$ cat src/hw/rtl/divider_timer_peripheral_assert.svh
// Assertion macros used by the divider timer peripheral back end.
`ifndef DIVIDER_TIMER_PERIPHERAL_ASSERT_SVH
`define DIVIDER_TIMER_PERIPHERAL_ASSERT_SVH

// Checks that the consequent holds in the same cycle as the antecedent.
`define DTP_ASSERT_NOW(label, ante, cons, msg) \
    label: assert property (@(posedge i_clk) disable iff (!i_rst_n) (ante) |-> (cons)) \
        else $error(msg);

// Checks that the consequent holds in the cycle after the antecedent.
`define DTP_ASSERT_NEXT(label, ante, cons, msg) \
    label: assert property (@(posedge i_clk) disable iff (!i_rst_n) (ante) |=> (cons)) \
        else $error(msg);

`endif

$ cat src/hw/rtl/dtp_pkg.sv
// Types, constants and helper functions of the divider timer peripheral.
package dtp_pkg;

    localparam int FuncW  = 2;
    localparam int AddrW  = 16;
    localparam int DataW  = 8;
    localparam int DivW   = 14;
    localparam int DivRdLsb = 6;
    localparam int QDepth = 2;
    localparam int QPtrW  = $clog2(QDepth);
    localparam int QCntW  = $clog2(QDepth + 1);

    localparam logic [AddrW-1:0] ADDR_DIV = 16'hFF04;
    localparam logic [AddrW-1:0] ADDR_CNT = 16'hFF05;
    localparam logic [AddrW-1:0] ADDR_MOD = 16'hFF06;
    localparam logic [AddrW-1:0] ADDR_CTL = 16'hFF07;

    localparam int CtlEnableBit = 2;

    localparam logic [FuncW-1:0] FUNC_TICK  = 2'd0;
    localparam logic [FuncW-1:0] FUNC_WRITE = 2'd1;
    localparam logic [FuncW-1:0] FUNC_READ  = 2'd2;

    typedef enum logic [1:0] {
        OP_TICK,
        OP_WRITE,
        OP_READ,
        OP_NONE
    } t_op;

    typedef enum logic [1:0] {
        REG_DIV,
        REG_CNT,
        REG_MOD,
        REG_CTL
    } t_reg;

    typedef enum logic [1:0] {
        PH_COUNT,
        PH_OVF,
        PH_GUARD
    } t_phase;

    typedef struct packed {
        t_op              op;
        t_reg             sel;
        logic             bad;
        logic [DataW-1:0] wdata;
    } t_cmd;

    typedef struct packed {
        logic [DataW-1:0] rdata;
        logic             bad_address;
        logic             irq;
    } t_rsp;

    function automatic logic f_tap(input logic [DivW-1:0] div, input logic [1:0] freq);
        logic tap;
        case (freq)
            2'd0: tap = div[7];
            2'd1: tap = div[1];
            2'd2: tap = div[3];
            default: tap = div[5];
        endcase
        return tap;
    endfunction

endpackage

$ cat src/hw/rtl/dtp_if.sv
// Valid-ready channel interfaces for the request and response transactions.
interface dtp_req_if;
    logic                       valid;
    logic                       ready;
    logic [dtp_pkg::FuncW-1:0] func;
    logic [dtp_pkg::AddrW-1:0] addr;
    logic [dtp_pkg::DataW-1:0] wdata;

    modport source (output valid, output func, output addr, output wdata, input ready);
    modport sink (input valid, input func, input addr, input wdata, output ready);
endinterface

interface dtp_rsp_if;
    logic                       valid;
    logic                       ready;
    logic [dtp_pkg::DataW-1:0] rdata;
    logic                       bad_address;
    logic                       irq;

    modport source (output valid, output rdata, output bad_address, output irq, input ready);
    modport sink (input valid, input rdata, input bad_address, input irq, output ready);
endinterface

$ cat src/hw/rtl/dtp_front.sv
// Front end: accepts request transactions and decodes them into commands.
module dtp_front (
    dtp_req_if.sink         i_req,
    input  logic            i_full,
    output logic            o_push,
    output dtp_pkg::t_cmd   o_cmd
);
    import dtp_pkg::*;

    logic is_access;

    assign i_req.ready = !i_full;
    assign o_push      = i_req.valid && !i_full;

    always_comb begin
        o_cmd.wdata = i_req.wdata;
        o_cmd.sel   = REG_DIV;
        o_cmd.bad   = 1'b0;
        case (i_req.func)
            FUNC_TICK:  o_cmd.op = OP_TICK;
            FUNC_WRITE: o_cmd.op = OP_WRITE;
            FUNC_READ:  o_cmd.op = OP_READ;
            default:    o_cmd.op = OP_NONE;
        endcase
        is_access = (o_cmd.op == OP_WRITE) || (o_cmd.op == OP_READ);
        case (i_req.addr)
            ADDR_DIV: o_cmd.sel = REG_DIV;
            ADDR_CNT: o_cmd.sel = REG_CNT;
            ADDR_MOD: o_cmd.sel = REG_MOD;
            ADDR_CTL: o_cmd.sel = REG_CTL;
            default:  o_cmd.bad = is_access;
        endcase
    end

endmodule

$ cat src/hw/rtl/dtp_queue.sv
// Two-entry command queue between the front end and the back end.
module dtp_queue (
    input  logic            i_clk,
    input  logic            i_rst_n,
    input  logic            i_push,
    input  dtp_pkg::t_cmd   i_cmd,
    output logic            o_full,
    input  logic            i_pop,
    output logic            o_valid,
    output dtp_pkg::t_cmd   o_cmd
);
    import dtp_pkg::*;

    t_cmd             r_mem [QDepth];
    logic [QPtrW-1:0] r_wr_ptr;
    logic [QPtrW-1:0] r_rd_ptr;
    logic [QCntW-1:0] r_count;
    logic [QCntW-1:0] n_count;

    assign o_full  = (r_count == QCntW'(QDepth));
    assign o_valid = (r_count != '0);
    assign o_cmd   = r_mem[r_rd_ptr];

    always_comb begin
        n_count = r_count;
        if (i_push && !i_pop) begin
            n_count = r_count + 1'b1;
        end else if (i_pop && !i_push) begin
            n_count = r_count - 1'b1;
        end
    end

    always_ff @(posedge i_clk) begin
        if (!i_rst_n) begin
            r_wr_ptr <= '0;
            r_rd_ptr <= '0;
            r_count  <= '0;
        end else begin
            r_count <= n_count;
            if (i_push) begin
                r_wr_ptr <= (r_wr_ptr == QPtrW'(QDepth - 1)) ? '0 : r_wr_ptr + 1'b1;
            end
            if (i_pop) begin
                r_rd_ptr <= (r_rd_ptr == QPtrW'(QDepth - 1)) ? '0 : r_rd_ptr + 1'b1;
            end
        end
    end

    always_ff @(posedge i_clk) begin
        if (i_push) begin
            r_mem[r_wr_ptr] <= i_cmd;
        end
    end

endmodule

$ cat src/hw/rtl/dtp_back.sv
// Back end: timer state, command execution and the response register.
`include "divider_timer_peripheral_assert.svh"

module dtp_back (
    input  logic            i_clk,
    input  logic            i_rst_n,
    input  logic            i_valid,
    input  dtp_pkg::t_cmd   i_cmd,
    output logic            o_pop,
    dtp_rsp_if.source       o_rsp
);
    import dtp_pkg::*;

    logic [DivW-1:0]  r_div;
    logic [DataW-1:0] r_cnt;
    logic [DataW-1:0] r_mod;
    logic [DataW-1:0] r_ctl;
    logic             r_last_tap;
    t_phase           r_phase;
    logic             r_out_valid;
    t_rsp             r_out;

    logic [DivW-1:0]  n_div;
    logic [DataW-1:0] n_cnt;
    logic [DataW-1:0] n_mod;
    logic [DataW-1:0] n_ctl;
    logic             n_last_tap;
    t_phase           n_phase;
    t_rsp             n_out;
    logic             fire;
    logic             is_tick;
    logic             cnt_wr;
    logic             inc;
    logic             tap;
    logic [DataW-1:0] cnt_inc;

    assign fire    = i_valid && (!r_out_valid || o_rsp.ready);
    assign o_pop   = fire;
    assign is_tick = (i_cmd.op == OP_TICK);
    assign cnt_wr  = (i_cmd.op == OP_WRITE) && !i_cmd.bad && (i_cmd.sel == REG_CNT);
    assign tap     = f_tap(r_div + 1'b1, r_ctl[1:0]);
    assign inc     = is_tick && r_ctl[CtlEnableBit] && r_last_tap && !tap;
    assign cnt_inc = r_cnt + 1'b1;

    always_comb begin
        n_phase = r_phase;
        if (is_tick) begin
            case (r_phase)
                PH_OVF:   n_phase = PH_GUARD;
                PH_GUARD: n_phase = PH_COUNT;
                default:  n_phase = (inc && cnt_inc == '0) ? PH_OVF : PH_COUNT;
            endcase
        end else if (cnt_wr && r_phase == PH_OVF) begin
            n_phase = PH_COUNT;
        end
    end

    always_comb begin
        n_div      = r_div;
        n_cnt      = r_cnt;
        n_mod      = r_mod;
        n_ctl      = r_ctl;
        n_last_tap = r_last_tap;
        n_out      = '0;
        case (i_cmd.op)
            OP_TICK: begin
                n_div      = r_div + 1'b1;
                n_last_tap = tap;
                if (r_phase == PH_OVF) begin
                    n_cnt     = r_mod;
                    n_out.irq = 1'b1;
                end else if (r_phase != PH_GUARD && inc) begin
                    n_cnt = cnt_inc;
                end
            end
            OP_WRITE: begin
                n_out.bad_address = i_cmd.bad;
                if (!i_cmd.bad) begin
                    case (i_cmd.sel)
                        REG_DIV: n_div = '0;
                        REG_CNT: begin
                            if (r_phase != PH_GUARD) begin
                                n_cnt = i_cmd.wdata;
                            end
                        end
                        REG_MOD: n_mod = i_cmd.wdata;
                        default: n_ctl = i_cmd.wdata;
                    endcase
                end
            end
            OP_READ: begin
                n_out.bad_address = i_cmd.bad;
                if (!i_cmd.bad) begin
                    case (i_cmd.sel)
                        REG_DIV: n_out.rdata = r_div[DivRdLsb +: DataW];
                        REG_CNT: n_out.rdata = r_cnt;
                        REG_MOD: n_out.rdata = r_mod;
                        default: n_out.rdata = r_ctl;
                    endcase
                end
            end
            default: n_out = '0;
        endcase
    end

    always_ff @(posedge i_clk) begin
        if (!i_rst_n) begin
            r_div       <= '0;
            r_cnt       <= '0;
            r_mod       <= '0;
            r_ctl       <= '0;
            r_last_tap  <= 1'b0;
            r_phase     <= PH_COUNT;
            r_out_valid <= 1'b0;
        end else begin
            if (fire) begin
                r_div      <= n_div;
                r_cnt      <= n_cnt;
                r_mod      <= n_mod;
                r_ctl      <= n_ctl;
                r_last_tap <= n_last_tap;
                r_phase    <= n_phase;
            end
            if (fire) begin
                r_out_valid <= 1'b1;
            end else if (o_rsp.ready) begin
                r_out_valid <= 1'b0;
            end
        end
    end

    always_ff @(posedge i_clk) begin
        if (fire) begin
            r_out <= n_out;
        end
    end

    assign o_rsp.valid       = r_out_valid;
    assign o_rsp.rdata       = r_out.rdata;
    assign o_rsp.bad_address = r_out.bad_address;
    assign o_rsp.irq         = r_out.irq;

    `DTP_ASSERT_NEXT(a_ovf_to_guard, fire && is_tick && r_phase == PH_OVF, r_phase == PH_GUARD && r_out.irq, "Overflow tick did not reload and raise the interrupt.")
    `DTP_ASSERT_NEXT(a_guard_to_count, fire && is_tick && r_phase == PH_GUARD, r_phase == PH_COUNT, "Guard phase lasted more than one tick.")
    `DTP_ASSERT_NOW(a_irq_clean, r_out_valid && r_out.irq, r_out.rdata == '0 && !r_out.bad_address, "Interrupt response carries read data or an error.")
    `DTP_ASSERT_NEXT(a_stall_hold, r_out_valid && !o_rsp.ready, r_out_valid && $stable(r_out), "Stalled response changed before it was taken.")

endmodule

$ cat src/hw/rtl/divider_timer_peripheral.sv
// Top level of the divider timer peripheral.
// The block takes one request transaction per item on i_req: func 0 is a
// machine-cycle tick, func 1 a bus write and func 2 a bus read, with addr and
// wdata for the accesses. Every request yields exactly one response
// transaction on o_rsp with rdata, bad_address and irq.
// The front end decodes the request into a two-entry command queue, and the
// back end executes one command per cycle against the timer state and loads
// the response register while o_rsp.ready is high. A request is registered in
// the queue, and its response then in the response register; while o_rsp.ready
// stays high a new request can be accepted every cycle, one transaction per cycle.
// When the receiver holds o_rsp.ready low, the response register keeps its
// transaction, the back end stops, the queue fills, and i_req.ready falls
// once both queue entries are taken; nothing is dropped or repeated.
// Synchronous reset clears the divider, counter, modulo and control
// registers, puts the timer in its counting phase and empties the queue and
// the response register.
module divider_timer_peripheral (
    input  logic      i_clk,
    input  logic      i_rst_n,
    dtp_req_if.sink   i_req,
    dtp_rsp_if.source o_rsp
);
    import dtp_pkg::*;

    t_cmd front_cmd;
    t_cmd queue_cmd;
    logic push;
    logic full;
    logic pop;
    logic queue_valid;

    dtp_front u_front (
        .i_req  (i_req),
        .i_full (full),
        .o_push (push),
        .o_cmd  (front_cmd)
    );

    dtp_queue u_queue (
        .i_clk   (i_clk),
        .i_rst_n (i_rst_n),
        .i_push  (push),
        .i_cmd   (front_cmd),
        .o_full  (full),
        .i_pop   (pop),
        .o_valid (queue_valid),
        .o_cmd   (queue_cmd)
    );

    dtp_back u_back (
        .i_clk   (i_clk),
        .i_rst_n (i_rst_n),
        .i_valid (queue_valid),
        .i_cmd   (queue_cmd),
        .o_pop   (pop),
        .o_rsp   (o_rsp)
    );

endmodule
$ cat src/flat_wrapper.sv
// flat-port wrapper written by rule: the top's interface ports become plain ports
module divider_timer_peripheral_flat import dtp_pkg::*;
  (i_clk, i_rst_n, i_req_valid, i_req_func, i_req_addr, i_req_wdata, i_req_ready, o_rsp_valid, o_rsp_rdata, o_rsp_bad_address, o_rsp_irq, o_rsp_ready);
  dtp_req_if i_req_i ();
  dtp_rsp_if o_rsp_i ();
  input  logic i_clk;
  input  logic i_rst_n;
  input wire logic [$bits(i_req_i.valid)-1:0] i_req_valid;
  input wire logic [$bits(i_req_i.func)-1:0] i_req_func;
  input wire logic [$bits(i_req_i.addr)-1:0] i_req_addr;
  input wire logic [$bits(i_req_i.wdata)-1:0] i_req_wdata;
  output wire logic [$bits(i_req_i.ready)-1:0] i_req_ready;
  output wire logic [$bits(o_rsp_i.valid)-1:0] o_rsp_valid;
  output wire logic [$bits(o_rsp_i.rdata)-1:0] o_rsp_rdata;
  output wire logic [$bits(o_rsp_i.bad_address)-1:0] o_rsp_bad_address;
  output wire logic [$bits(o_rsp_i.irq)-1:0] o_rsp_irq;
  input wire logic [$bits(o_rsp_i.ready)-1:0] o_rsp_ready;
  assign i_req_i.valid = i_req_valid;
  assign i_req_i.func = i_req_func;
  assign i_req_i.addr = i_req_addr;
  assign i_req_i.wdata = i_req_wdata;
  assign i_req_ready = i_req_i.ready;
  assign o_rsp_valid = o_rsp_i.valid;
  assign o_rsp_rdata = o_rsp_i.rdata;
  assign o_rsp_bad_address = o_rsp_i.bad_address;
  assign o_rsp_irq = o_rsp_i.irq;
  assign o_rsp_i.ready = o_rsp_ready;
  divider_timer_peripheral u_core (.i_clk(i_clk), .i_rst_n(i_rst_n), .i_req(i_req_i), .o_rsp(o_rsp_i));
endmodule
$ cat config.mk
export PLATFORM = sky130hd
export DESIGN_NAME = divider_timer_peripheral_flat
export DESIGN_NICKNAME = d
export VERILOG_FILES = /design/src/hw/rtl/dtp_pkg.sv /design/src/hw/rtl/dtp_if.sv /design/src/hw/rtl/dtp_front.sv /design/src/hw/rtl/dtp_queue.sv /design/src/hw/rtl/dtp_back.sv /design/src/hw/rtl/divider_timer_peripheral.sv /design/src/flat_wrapper.sv
export VERILOG_INCLUDE_DIRS = /design/src /design/src/hw/rtl
export SDC_FILE = /design/constraint.sdc
export NUM_CORES = 1
export LEC_CHECK = 0
export BUFFER_PORTS_ARGS = -buffer_cell sky130_fd_sc_hd__buf_2
export CORE_ASPECT_RATIO = 0.8
export CORE_UTILIZATION = 35
export DETAILED_ROUTE_END_ITERATION = 10
export SLEW_MARGIN = 20
export SYNTH_ARGS = -nofsm -noshare
export SYNTH_HDL_FRONTEND = slang
export SYNTH_SLANG_ARGS = --single-unit
$ cat constraint.sdc
create_clock -name i_clk -period 2.8 [get_ports i_clk]
set_input_delay 0.42 -clock i_clk [delete_from_list [all_inputs] [get_ports i_clk]]
set_output_delay 0.42 -clock i_clk [all_outputs]
set_load 0.1 [all_outputs]
After elaboration in Yosys (flattened, before gate mapping)
Memory sizes are Yosys's and may differ from the RTL's. A register that Yosys moved wholly into a read port is not among the register bits.
Cells that the tools add are included.
{"block": "classes", "n_addsub": 6, "eq_ne": 23, "mux": 29, "bitwise": 3, "n_reduce_logical": 40}
{"cell": "== test 16 bit (second input constant)", "n": 4}
{"cell": "2-to-1 mux 8 bit", "n": 5}
{"cell": "2-to-1 mux 14 bit", "n": 2}
{"cell": "one-hot mux 14 bit (2 select lines)", "n": 1}
{"cell": "one-hot mux 8 bit (3 select lines)", "n": 1}
{"cell": "one-hot mux 8 bit (2 select lines)", "n": 1}
{"cell": "adder 14 x 1 -> 14 bit (second input constant)", "n": 1}
{"cell": "== test 2 bit (second input constant)", "n": 7}
{"cell": "== test 2 x 1 -> 1 bit (second input constant)", "n": 6}
{"cell": "logical AND 1 bit", "n": 12}
{"cell": "one-hot mux 2 bit (3 select lines)", "n": 2}
{"cell": "AND reduction 4 bit", "n": 3}
{"cell": "2-to-1 mux 1 bit", "n": 11}
{"cell": "nonzero test 2 bit", "n": 5}
{"cell": "adder 8 x 1 -> 8 bit (second input constant)", "n": 1}
{"cell": "logical NOT 2 bit", "n": 4}
{"cell": "logical NOT 8 bit", "n": 1}
{"cell": "2-to-1 mux 2 bit", "n": 4}
{"cell": "logical NOT 1 bit", "n": 6}
{"cell": "!= test 2 x 1 -> 1 bit (second input constant)", "n": 3}
{"cell": "AND reduction 6 bit", "n": 1}
{"cell": "!= test 2 bit (second input constant)", "n": 2}
{"cell": "one-hot mux 2 bit (2 select lines)", "n": 1}
{"cell": "AND reduction 2 bit", "n": 2}
{"cell": "10 further kinds", "n": 15}
{"block": "totals", "ff_bits": 56, "ramBits": 26, "in_bits": 30, "memories": 1}
{"memory": "u_core.u_queue.r_mem", "words": 2, "width": 13, "read_ports": 1, "rd_clocked_by_memory_dff": 1, "wr": 1, "line_no": "dtp_queue.sv:14", "source": "t_cmd r_mem [QDepth];"}

Depth between registers and ports, before layout
Gate-level depths: netlist (run 1).
{"block": "logic_depth", "word_depth": 8, "mapped_depth": 11}

By module
From an unflattened synthesis (run 1), not the netlist that was laid out.
{"block": "unflattened", "hier_cells": 390, "area_unflattened_um2": 4246.6}
{"module": "dtp_back", "n_inst": 1, "cells_each": 303, "area_per_inst_um2": 2902.8, "seq_area_each_um2": 1141.1}
{"module": "dtp_queue", "n_inst": 1, "cells_each": 62, "area_per_inst_um2": 1153.6, "seq_area_each_um2": 880.8}
{"module": "dtp_front", "n_inst": 1, "cells_each": 25, "area_per_inst_um2": 190.2, "seq_area_each_um2": 0.0}

Worst setup path after synthesis (run 1)
OpenSTA, ideal clock, no wires.
{"block": "synth_timing", "path_type": "register to register", "startpoint": "register u_core.u_back.r_out_valid, in the netlist u_core.u_back.o_rsp.valid", "endpoint": "register u_core.u_back.r_cnt[5]", "setup_ps": 122, "t_arrival_ps": 2704, "required_time_ps": 2678, "path_slack_ps": -26, "stages_incl_launch_ff": 9, "n_path_buf": 2, "synth_period_minus_slack_ps": 2826, "cell_sequence": "dfxtp_1 -> nor2b_1 -> or2_1 -> buf_6 -> clkinv_1 -> and4_1 -> and4b_1 -> buf_6 -> o311a_1"}
{"block": "synth_via", "elab_chain_len": 4}
{"element": "start, declared", "line_no": "dtp_back.sv:20", "source": "logic r_out_valid;"}
{"element": "start signal, assigned", "line_no": "dtp_back.sv:114", "source": "r_out_valid <= 1'b0;"}
{"element": "start signal, assigned", "line_no": "dtp_back.sv:125", "source": "r_out_valid <= 1'b1;"}
{"element": "start signal, assigned", "line_no": "dtp_back.sv:127", "source": "r_out_valid <= 1'b0;"}
{"element": "logical NOT 1 bit", "line_no": "dtp_back.sv:37", "source": "assign fire = i_valid && (!r_out_valid || o_rsp.ready);"}
{"element": "logical OR 1 bit", "line_no": "dtp_back.sv:37"}
{"element": "logical AND 1 bit", "line_no": "dtp_back.sv:37"}
{"element": "via u_core.pop", "line_no": "divider_timer_peripheral.sv:29", "source": "logic pop;"}
{"element": "AND reduction 6 bit (no source line)"}
{"element": "end signal, assigned", "line_no": "dtp_back.sv:118", "source": "r_cnt <= n_cnt;"}
{"element": "end, declared", "line_no": "dtp_back.sv:15", "source": "logic [DataW-1:0] r_cnt;"}
The timed path passes the listed nets, and every way through them passes these cells.
A chain may end at the register's enable or synchronous reset.

==> results.yml, run 1 <==
critical_path:
  max_stage_delay_ns: 0.47
  critPathLaunchType: "flip-flop"
  path_delay_family: "simple AND/OR/NAND/NOR gates"
  required_ns: 3.03
  path_max_fanout: 9
  critPathKind: "flip-flop to flip-flop"
  crit_arrival_ns: 2.64
  end_kind: "flip-flop"
  path_buf_inv: 1
  slowest_stage: "and4b_1"
  reg2reg_setup_slack_ns: 0.38
  path_cells: "mux2i_1 > inv_1 > ha_1 > nand2b_1 > a21oi_1 > and4b_1 > o221ai_1 > o311a_1"
logic_synthesis:
  syn-instance-count: 390
  synth_top_area_cell: "edfxtp_1"
  synth-main-ff-cell: "dfxtp_1"
  ys_top_cells_by_count: "48 x nor2_1, 47 x dfxtp_1, 36 x edfxtp_1"
  netlist_top_cells_area: "edfxtp_1 26%, dfxtp_1 23%, mux2i_1 6.9%"
  synth_edf_count: 36
  syn_area_per_cell_um2: 10.72
  syn-cell-area_um2: 4179
  synth_top_area_frac: 0.2587
  synth.most_common_cell: "nor2_1"
  synth_warnings: 0
  synth_seq_cells: 83
  ys_types: 61
  syn_nets: 432
  yosysSeqAreaShare: 0.4838
  ys_async_sr_fraction: 0
cells_and_area:
  diodes: 0
  regArea_um2: 2023
  multiInputGateArea_um2: 2002
  area.growth.synth_to_final_pct: 15.54
  finalNonFillerCells: 586
  finish.utilization: 0.4176
  fill_cells: 1154
  layout-drive-gt1-share: 0.2169
  nets: 475
  design_area_um2: 4828
min_path:
  min_path_type: "primary input to flip-flop"
floorplan:
  io_pins: 42
  coreArea_um2: 11560
  std_cell_rows: 35
  die_w_um: 124.2
  dieArea_um2: 12380
  start_util: 0.3615
  die_y_um: 99.74
placement:
  hpwl_um: 6284
  place_ws_ns: 0.3823
  placed_cell_area_um2: 4551
  place.gp.congestion: 0.8112
  portBuffers: 41
  placedCellCount: 570
power_and_ir_drop:
  power.total_mw: 4.115
  peakVddDrop_mv: 0.4454
  power.density_nw_per_um2: 852.3
  leakagePower_nw: 1.858
global_route:
  grt_max_degree: 32
  antenna_found_initial: 0
  overflow: 0
  first_global_vias: 2778
  track_usage: 0.1534
  grt_pass1_wl_um: 14280
sta:
  rsz0062_at_grt: "no"
  holdWs_ns: 0.2656
  hold_violations: 0
  setup_viol: 0
  final.min_clock_period_ns: 2.418
  fin_skew_ns: 0.006139
  period_share: 0.8634
  fmax_mhz: 413.6
  drv_slew: 0
  tightest_slew_ns: 1.004
  finalSetupTns_ns: 0
  slew_headroom: 0.3297
  setup_ws_ns: 0.3824
drt:
  vias: 2939
  first_iter_violations: 133
  drt-total-wl_um: 8661
  wl_per_cell_um: 14.78
  met2_length_um: 3844
  vias_per_cell: 5.015
  dr.pass1.iters: 5
  top_layer: "met4"
  drc_errors: 0
  wl_met3_um: 502
  ant_nets: 0
  met1Wirelength_um: 4205
clocking:
  cts_tree: "yes"
  cts_post_setup_buffers_inserted: 0
  cts_sinks: 83
  htreeDepth: 3
  cts_resized: 0
  clk_latency_ns: 0.34
  clock-root-buffer: "clkbuf_16"
  clk_pin_slew_worst_paths_ns: 0.06
  clock_path_buffers: 2
  numCtsBuffers: 9
  cts_hold_buffers: 0
flow_run:
  maxCapViolCount: 0
status:
  status: "finished, final reports clean"
-- registers in the layout, summed over array words and instances (netlist names), 2 cells and up, named ones only --
| name | cells |
|---|---|
| u_core.u_back.o_rsp.rdata | 8 |
| u_core.u_back.r_cnt | 8 |
| u_core.u_back.r_ctl | 8 |
| u_core.u_back.r_div | 14 |
| u_core.u_back.r_mod | 8 |
| u_core.u_back.r_phase | 2 |
| u_core.u_queue.r_count | 2 |
| u_core.u_queue.r_mem | 26 |
-- cell families (layout without fill, tap and decap cells) --
group | Yosys count | count (layout) | share of synthesized area
AND/OR/NAND/NOR | 151 | 151 | 0.1889
AO/OA/AOI/OAI | 45 | 45 | 0.07335
multiplexers | 46 | 46 | 0.1395
XOR/XNOR | 19 | 19 | 0.03982
flip-flops | 83 | 83 | 0.4838
adder cells (fa/ha/maj) | 12 | 12 | 0.03593
buffers and inverters | 34 | 82 | 0.03862
-- power by group --
part	internal (mW)	switching [mW]	leakage, nW	total, mW
sequential	1.47	0.0918	0.724	1.57
clock	0.603	0.490	0.126	1.09
combinational	0.393	1.06	1.01	1.46
total	2.47	1.64	1.86	4.12
-- layout by cell type (no fill, tap or decap), drive strengths merged, types with 2 or more instances in the layout --
master    instances
o21ai            11
mux2              8
a22oi             2
o311a             2
or3               3
a21oi            12
mux2i            30
o221ai            2
and4              4
clkbuf            9
or2               5
clkinvlp          3
nor2b            12
xor2             12
xnor2             7
nand4            12
o211ai            2
nand2            32
edfxtp           36
clkinv            4
inv              14
buf              52
o31ai             2
nor2             49
dfxtp            47
nand3             4
and3              7
and2              4
nor3b             2
ha               12
nand2b            4
nor4              3
nor3              3
mux4              8
nand3b            2
-- worst register-to-register path, cell delays in order, from the launching register on --
cell	delay, ns
dfxtp_1	0.38
mux2i_1	0.33
inv_1	0.08
ha_1	0.31
nand2b_1	0.23
a21oi_1	0.18
and4b_1	0.47
o221ai_1	0.19
o311a_1	0.15
-- routing by layer --
layer  up-vias  track usage
met5         -            0
met1      1361       0.2079
li1       1488            -
met4         0      0.04945
met2        80       0.2346
met3        10      0.04358
-- final cells by class --
cell class,count,share of cell area
timing repair buffer,52,0.05960
clock inverter,7,0.01088
clock buffer,9,0.04664
tap,148,0.03835
multi-input combinational,273,0.4146
sequential,83,0.4190
inverter,14,0.01088
-- path summary, 6_finish.rpt --
check,cells past startpoint,from,end
setup / recovery,8,flip-flop,u_core.u_back.r_cnt[5]$_SDFFE_PN0P_
hold / removal,1,i_req_wdata[0],u_core.u_queue.r_mem[1][0]$_DFFE_PP_
setup reg to reg,8,flip-flop,u_core.u_back.r_cnt[5]$_SDFFE_PN0P_
hold reg to reg,2,u_core.u_back.r_ctl[7]$_SDFFE_PN0P_,u_core.u_back.r_ctl[7]$_SDFFE_PN0P_
No activity file was read; power rests on OpenSTA's default activity.
==> run 2: changes to the inputs <==
MAX_ROUTING_LAYER = met4   (was default)
==> run 2 against run 1 <==
- core utilization unchanged
- die area unchanged
- critical path type unchanged
- largest power group unchanged
- combinational power about the same
==> results.yml, run 2 (synthesized netlist as in run 1, its figures left out) <==
drt:
  drc_errors: 0
  dr.pass1.iters: 4
  vias_per_cell: 5.019
  ant_nets: 0
  wl_per_cell_um: 14.84
  first_iter_violations: 130
  vias: 2941
  drt-total-wl_um: 8699
cells_and_area:
  layout_common_cells: "48 x nor2_1, 46 x dfxtp_1, 41 x buf_2, 36 x edfxtp_1, 32 x nand2_1"
  nets: 475
  diodes: 0
  fill_cells: 1154
  area.growth.synth_to_final_pct: 15.54
  top_register: "u_core.u_queue.r_mem"
  largest_register_ffs: 26
  multiInputGateArea_um2: 2002
  layout-drive-gt1-share: 0.2169
  layout_commonest_cell: "nor2_1"
  regArea_um2: 2023
  largestRegisters: "u_core.u_queue.r_mem (26), u_core.u_back.r_div (14)"
sta:
  finalSetupTns_ns: 0
  setup_viol: 0
  holdWs_ns: 0.2664
  final.min_clock_period_ns: 2.415
  rsz0062_at_grt: "no"
  drv_slew: 0
  fmax_mhz: 414.1
  period_share: 0.8625
  setup_ws_ns: 0.3851
  tightest_slew_ns: 1.016
  slew_headroom: 0.3217
  fin_skew_ns: 0.006051
  hold_violations: 0
clocking:
  clock_path_buffers: 2
  cts_post_setup_buffers_inserted: 0
  htreeDepth: 3
  clock-root-buffer: "clkbuf_16"
  clk_pin_slew_worst_paths_ns: 0.06
  cts_resized: 0
  numCtsBuffers: 9
  clk_latency_ns: 0.34
  cts_sinks: 83
  cts_tree: "yes"
  cts_hold_buffers: 0
power_and_ir_drop:
  p_comb_frac: 0.354
  leakagePower_nw: 1.858
  swShare: 0.3993
  p_int_mw: 2.470
  clockPowerShare: 0.265
  peakVddDrop_mv: 0.4453
  power.density_nw_per_um2: 851.8
  p_switching_mw: 1.642
  power.total_mw: 4.113
  pwr-share-seq: 0.381
critical_path:
  endpoint: "u_core.u_back.r_cnt[5]$_SDFFE_PN0P_"
  critPathKind: "flip-flop to flip-flop"
  r2r-end: "u_core.u_back.r_cnt[5]$_SDFFE_PN0P_"
  path_max_fanout: 9
  crit_arrival_ns: 2.64
  end_kind: "flip-flop"
  reg2reg_setup_slack_ns: 0.39
  required_ns: 3.03
  critPathLaunchType: "flip-flop"
  ff2ff_path_depth: 8
global_route:
  antenna_found_initial: 0
  first_global_vias: 2776
  overflow: 0
  grt_max_degree: 32
  grt_pass1_wl_um: 14300
  track_usage: 0.1580
floorplan:
  start_util: 0.3615
  std_cell_rows: 35
  io_pins: 42
  coreArea_um2: 11560
  die_w_um: 124.2
  dieArea_um2: 12380
  die_y_um: 99.74
placement:
  portBuffers: 41
  place.gp.congestion: 0.8231
  hpwl_um: 6284
  place_ws_ns: 0.3823
flow_run:
  maxCapViolCount: 0
status:
  status: "finished, final reports clean"
min_path:
  hold-path-cell-count: 1
  min_path_type: "primary input to flip-flop"
[run 2: per-stage QoR]
step,std cells,utilization,instance area [um2]
after floorplan,390,-,4180
after global placement,570,0.3936,4551
after detailed placement,570,0.3936,4551
after CTS,586,0.4176,4828
after global routing,586,0.4176,4828
final,586,0.4176,4828
[run 2: power by group through the flow]
stage | clock network (mW) | registers [mW] | logic [mW]
after CTS | 1.11 | 1.57 | 1.47
after global placement | 0 | 1.59 | 1.45
after floorplan | 0 | 2.06 | 0.682
after detailed placement | 0 | 1.59 | 1.46
final | 1.09 | 1.57 | 1.46
after global routing | 1.16 | 1.59 | 1.56
[run 2: routing by layer]
metal / up-vias / track usage / share of wire
met1: 1368 / 0.2093 / 0.49
met2: 77 / 0.2346 / 0.45
li1: 1489 / - / -
met3: 7 / 0.04128 / 0.051
met4: 0 / 0.04945 / 0.0082
met5: - / - / 0
[run 2: critical path, stage by stage (launching register included)]
cell	delay (ns)
dfxtp_1	0.38
mux2i_1	0.33
inv_1	0.08
ha_1	0.31
nand2b_1	0.23
a21oi_1	0.17
and4b_1	0.47
o221ai_1	0.19
o311a_1	0.15
[run 2: final cells by class]
type | instances | area share
Timing Repair Buffer | 52 | 0.05960
Clock buffer | 9 | 0.04664
Multi-Input combinational cell | 273 | 0.4146
Sequential cell | 83 | 0.4190
Inverter | 14 | 0.01088
Tap cell | 148 | 0.03835
Clock inverter | 7 | 0.01088
[run 2: worst min-delay path by stage]
stage	start	slack [ns]	to
floorplan	u_core.u_back.r_ctl[7]$_SDFFE_PN0P_	0.43	u_core.u_back.r_ctl[7]$_SDFFE_PN0P_
detailed placement	u_core.u_back.r_ctl[7]$_SDFFE_PN0P_	0.46	u_core.u_back.r_ctl[7]$_SDFFE_PN0P_
CTS	i_req_wdata[4]	0.26	u_core.u_queue.r_mem[1][4]$_DFFE_PP_
global placement	u_core.u_back.r_ctl[7]$_SDFFE_PN0P_	0.44	u_core.u_back.r_ctl[7]$_SDFFE_PN0P_
finish	i_req_wdata[4]	0.27	u_core.u_queue.r_mem[1][4]$_DFFE_PP_
global route	i_req_wdata[3]	0.26	u_core.u_queue.r_mem[1][3]$_DFFE_PP_
==> run 3: changes to the inputs <==
clock period = 3.08 ns   (was 2.8 ns; I/O delays follow)
==> run 3 against run 2 <==
- largest cell class unchanged
- sequential share of layout area rose by 0.19 points
- non-clock buffer count fell by 1
- register-to-register slack improved by 0.24 ns
- clock power decreased by 11%
- critical path depth is 1 lower
- worst hold slack better by 0.047 ns
- sequential cell count is the same
- clock-buffer cell count is 2 higher
- design area is 0.52% lower
- critical endpoint is now u_core.u_back.r_ctl[7]$_SDFFE_PN0P_
- maximum frequency is 1.7% lower
- sequential power down 9%
==> results.yml, run 3 (synthesized netlist as in run 1, its figures left out) <==
sta:
  slew_headroom: 0.2799
  setup_viol: 0
  period_share: 0.7979
  tightest_slew_ns: 1.079
  fin_skew_ns: 0.009497
  final.min_clock_period_ns: 2.458
  drv_slew: 0
  finalSetupTns_ns: 0
  holdWs_ns: 0.3132
  rsz0062_at_grt: "no"
  hold_violations: 0
  fmax_mhz: 406.9
critical_path:
  crit_arrival_ns: 2.71
  end_kind: "flip-flop"
  critPathKind: "flip-flop to flip-flop"
  ff2ff_path_depth: 7
  required_ns: 3.33
  endpoint: "u_core.u_back.r_ctl[7]$_SDFFE_PN0P_"
  reg2reg_setup_slack_ns: 0.62
  r2r-end: "u_core.u_back.r_ctl[7]$_SDFFE_PN0P_"
  path_max_fanout: 12
  critPathLaunchType: "flip-flop"
cells_and_area:
  top_register: "u_core.u_queue.r_mem"
  layout_commonest_cell: "nor2_1"
  multiInputGateArea_um2: 2002
  finish.utilization: 0.4155
  largestRegisters: "u_core.u_queue.r_mem (26), u_core.u_back.r_div (14)"
  layout-drive-gt1-share: 0.2059
  fill_cells: 1140
  largest_register_ffs: 26
  layout_common_cells: "48 x nor2_1, 47 x dfxtp_1, 41 x buf_2, 36 x edfxtp_1, 32 x nand2_1"
  nets: 474
  area.growth.synth_to_final_pct: 14.94
  diodes: 0
  regArea_um2: 2022
floorplan:
  die_w_um: 124.2
  coreArea_um2: 11560
  dieArea_um2: 12380
  start_util: 0.3615
  die_y_um: 99.74
  io_pins: 42
  std_cell_rows: 35
clocking:
  cts_tree: "yes"
  clock_path_buffers: 2
  clk_latency_ns: 0.34
  cts_sinks: 83
  clock-root-buffer: "clkbuf_16"
  cts_hold_buffers: 0
  clk_pin_slew_worst_paths_ns: 0.06
  cts_post_setup_buffers_inserted: 0
  numCtsBuffers: 9
  htreeDepth: 3
  cts_resized: 0
power_and_ir_drop:
  swShare: 0.3978
  p_switching_mw: 1.479
  pwr-share-seq: 0.385
  peakVddDrop_mv: 0.5590
  p_int_mw: 2.240
  p_comb_frac: 0.356
  power.density_nw_per_um2: 774.3
  leakagePower_nw: 1.851
  clockPowerShare: 0.260
global_route:
  overflow: 0
  grt_pass1_wl_um: 15240
  first_global_vias: 2911
  grt_max_degree: 32
  antenna_found_initial: 0
  track_usage: 0.1701
drt:
  drc_errors: 0
  ant_nets: 0
  vias: 3048
  first_iter_violations: 189
  dr.pass1.iters: 4
  wl_per_cell_um: 15.88
  drt-total-wl_um: 9291
  vias_per_cell: 5.210
placement:
  hpwl_um: 6761
  place.gp.congestion: 0.8156
  portBuffers: 41
status:
  status: "finished, final reports clean"
flow_run:
  maxCapViolCount: 0
min_path:
  min_path_type: "primary input to flip-flop"
==> run 3: area by class of cell <==
| class | instances | share of cell area |
|---|---|---|
| Tap cell | 148 | 0.03855 |
| Timing Repair Buffer | 51 | 0.05835 |
| Clock inverter | 5 | 0.005991 |
| Sequential cell | 83 | 0.4209 |
| Multi-Input combinational cell | 273 | 0.4168 |
| Inverter | 14 | 0.01094 |
| Clock buffer | 11 | 0.04845 |
==> run 3: worst min-delay path by stage <==
stage	from	endpoint	slack, ns	cells after the start
3_3_place_gp	u_core.u_back.r_phase[0]$_SDFFE_PN0P_	u_core.u_back.r_phase[0]$_SDFFE_PN0P_	0.46	2
6_report	i_req_wdata[2]	u_core.u_queue.r_mem[0][2]$_DFFE_PP_	0.31	1
3_5_place_dp	u_core.u_back.r_ctl[7]$_SDFFE_PN0P_	u_core.u_back.r_ctl[7]$_SDFFE_PN0P_	0.46	2
5_1_grt	i_req_wdata[2]	u_core.u_queue.r_mem[0][2]$_DFFE_PP_	0.30	1
2_1_floorplan	u_core.u_back.r_ctl[7]$_SDFFE_PN0P_	u_core.u_back.r_ctl[7]$_SDFFE_PN0P_	0.43	2
4_1_cts	i_req_wdata[4]	u_core.u_queue.r_mem[0][4]$_DFFE_PP_	0.30	1
==> run 3: worst max-delay path: stages, from the launching register on <==
cell	delay (ns)
dfxtp_1	0.39
mux2i_1	0.30
ha_1	0.35
buf_4	0.22
nand2_1	0.09
or4_4	0.64
or2_0	0.26
a21oi_1	0.12
==> run 3: power groups by stage <==
stage	clock, mW	combinational [mW]	sequential (mW)
6_report	0.965	1.32	1.43
3_3_place_gp	0	1.31	1.45
3_5_place_dp	0	1.33	1.45
5_1_grt	1.04	1.41	1.45
4_1_cts	0.993	1.33	1.43
2_1_floorplan	0	0.620	1.87
==> run 3: per-stage QoR <==
step	setup slack [ns]	instances	instance area, um2	power (mW)
floorplan	0.2540	390	4179	2.490
global placement	0.6774	569	4542	2.760
detailed placement	0.5932	569	4542	2.780
CTS	0.5963	585	4803	3.756
global route	0.4390	585	4803	3.903
finish	0.6223	585	4803	3.719
==> run 3: routing by layer <==
layer  global-route usage  part of all wire  vias up
li1                     -                 -     1485
met1               0.2219              0.47     1469
met2               0.2503              0.45       84
met3              0.05677             0.060       10
met4              0.04670             0.012        0
met5                    -                 0        -
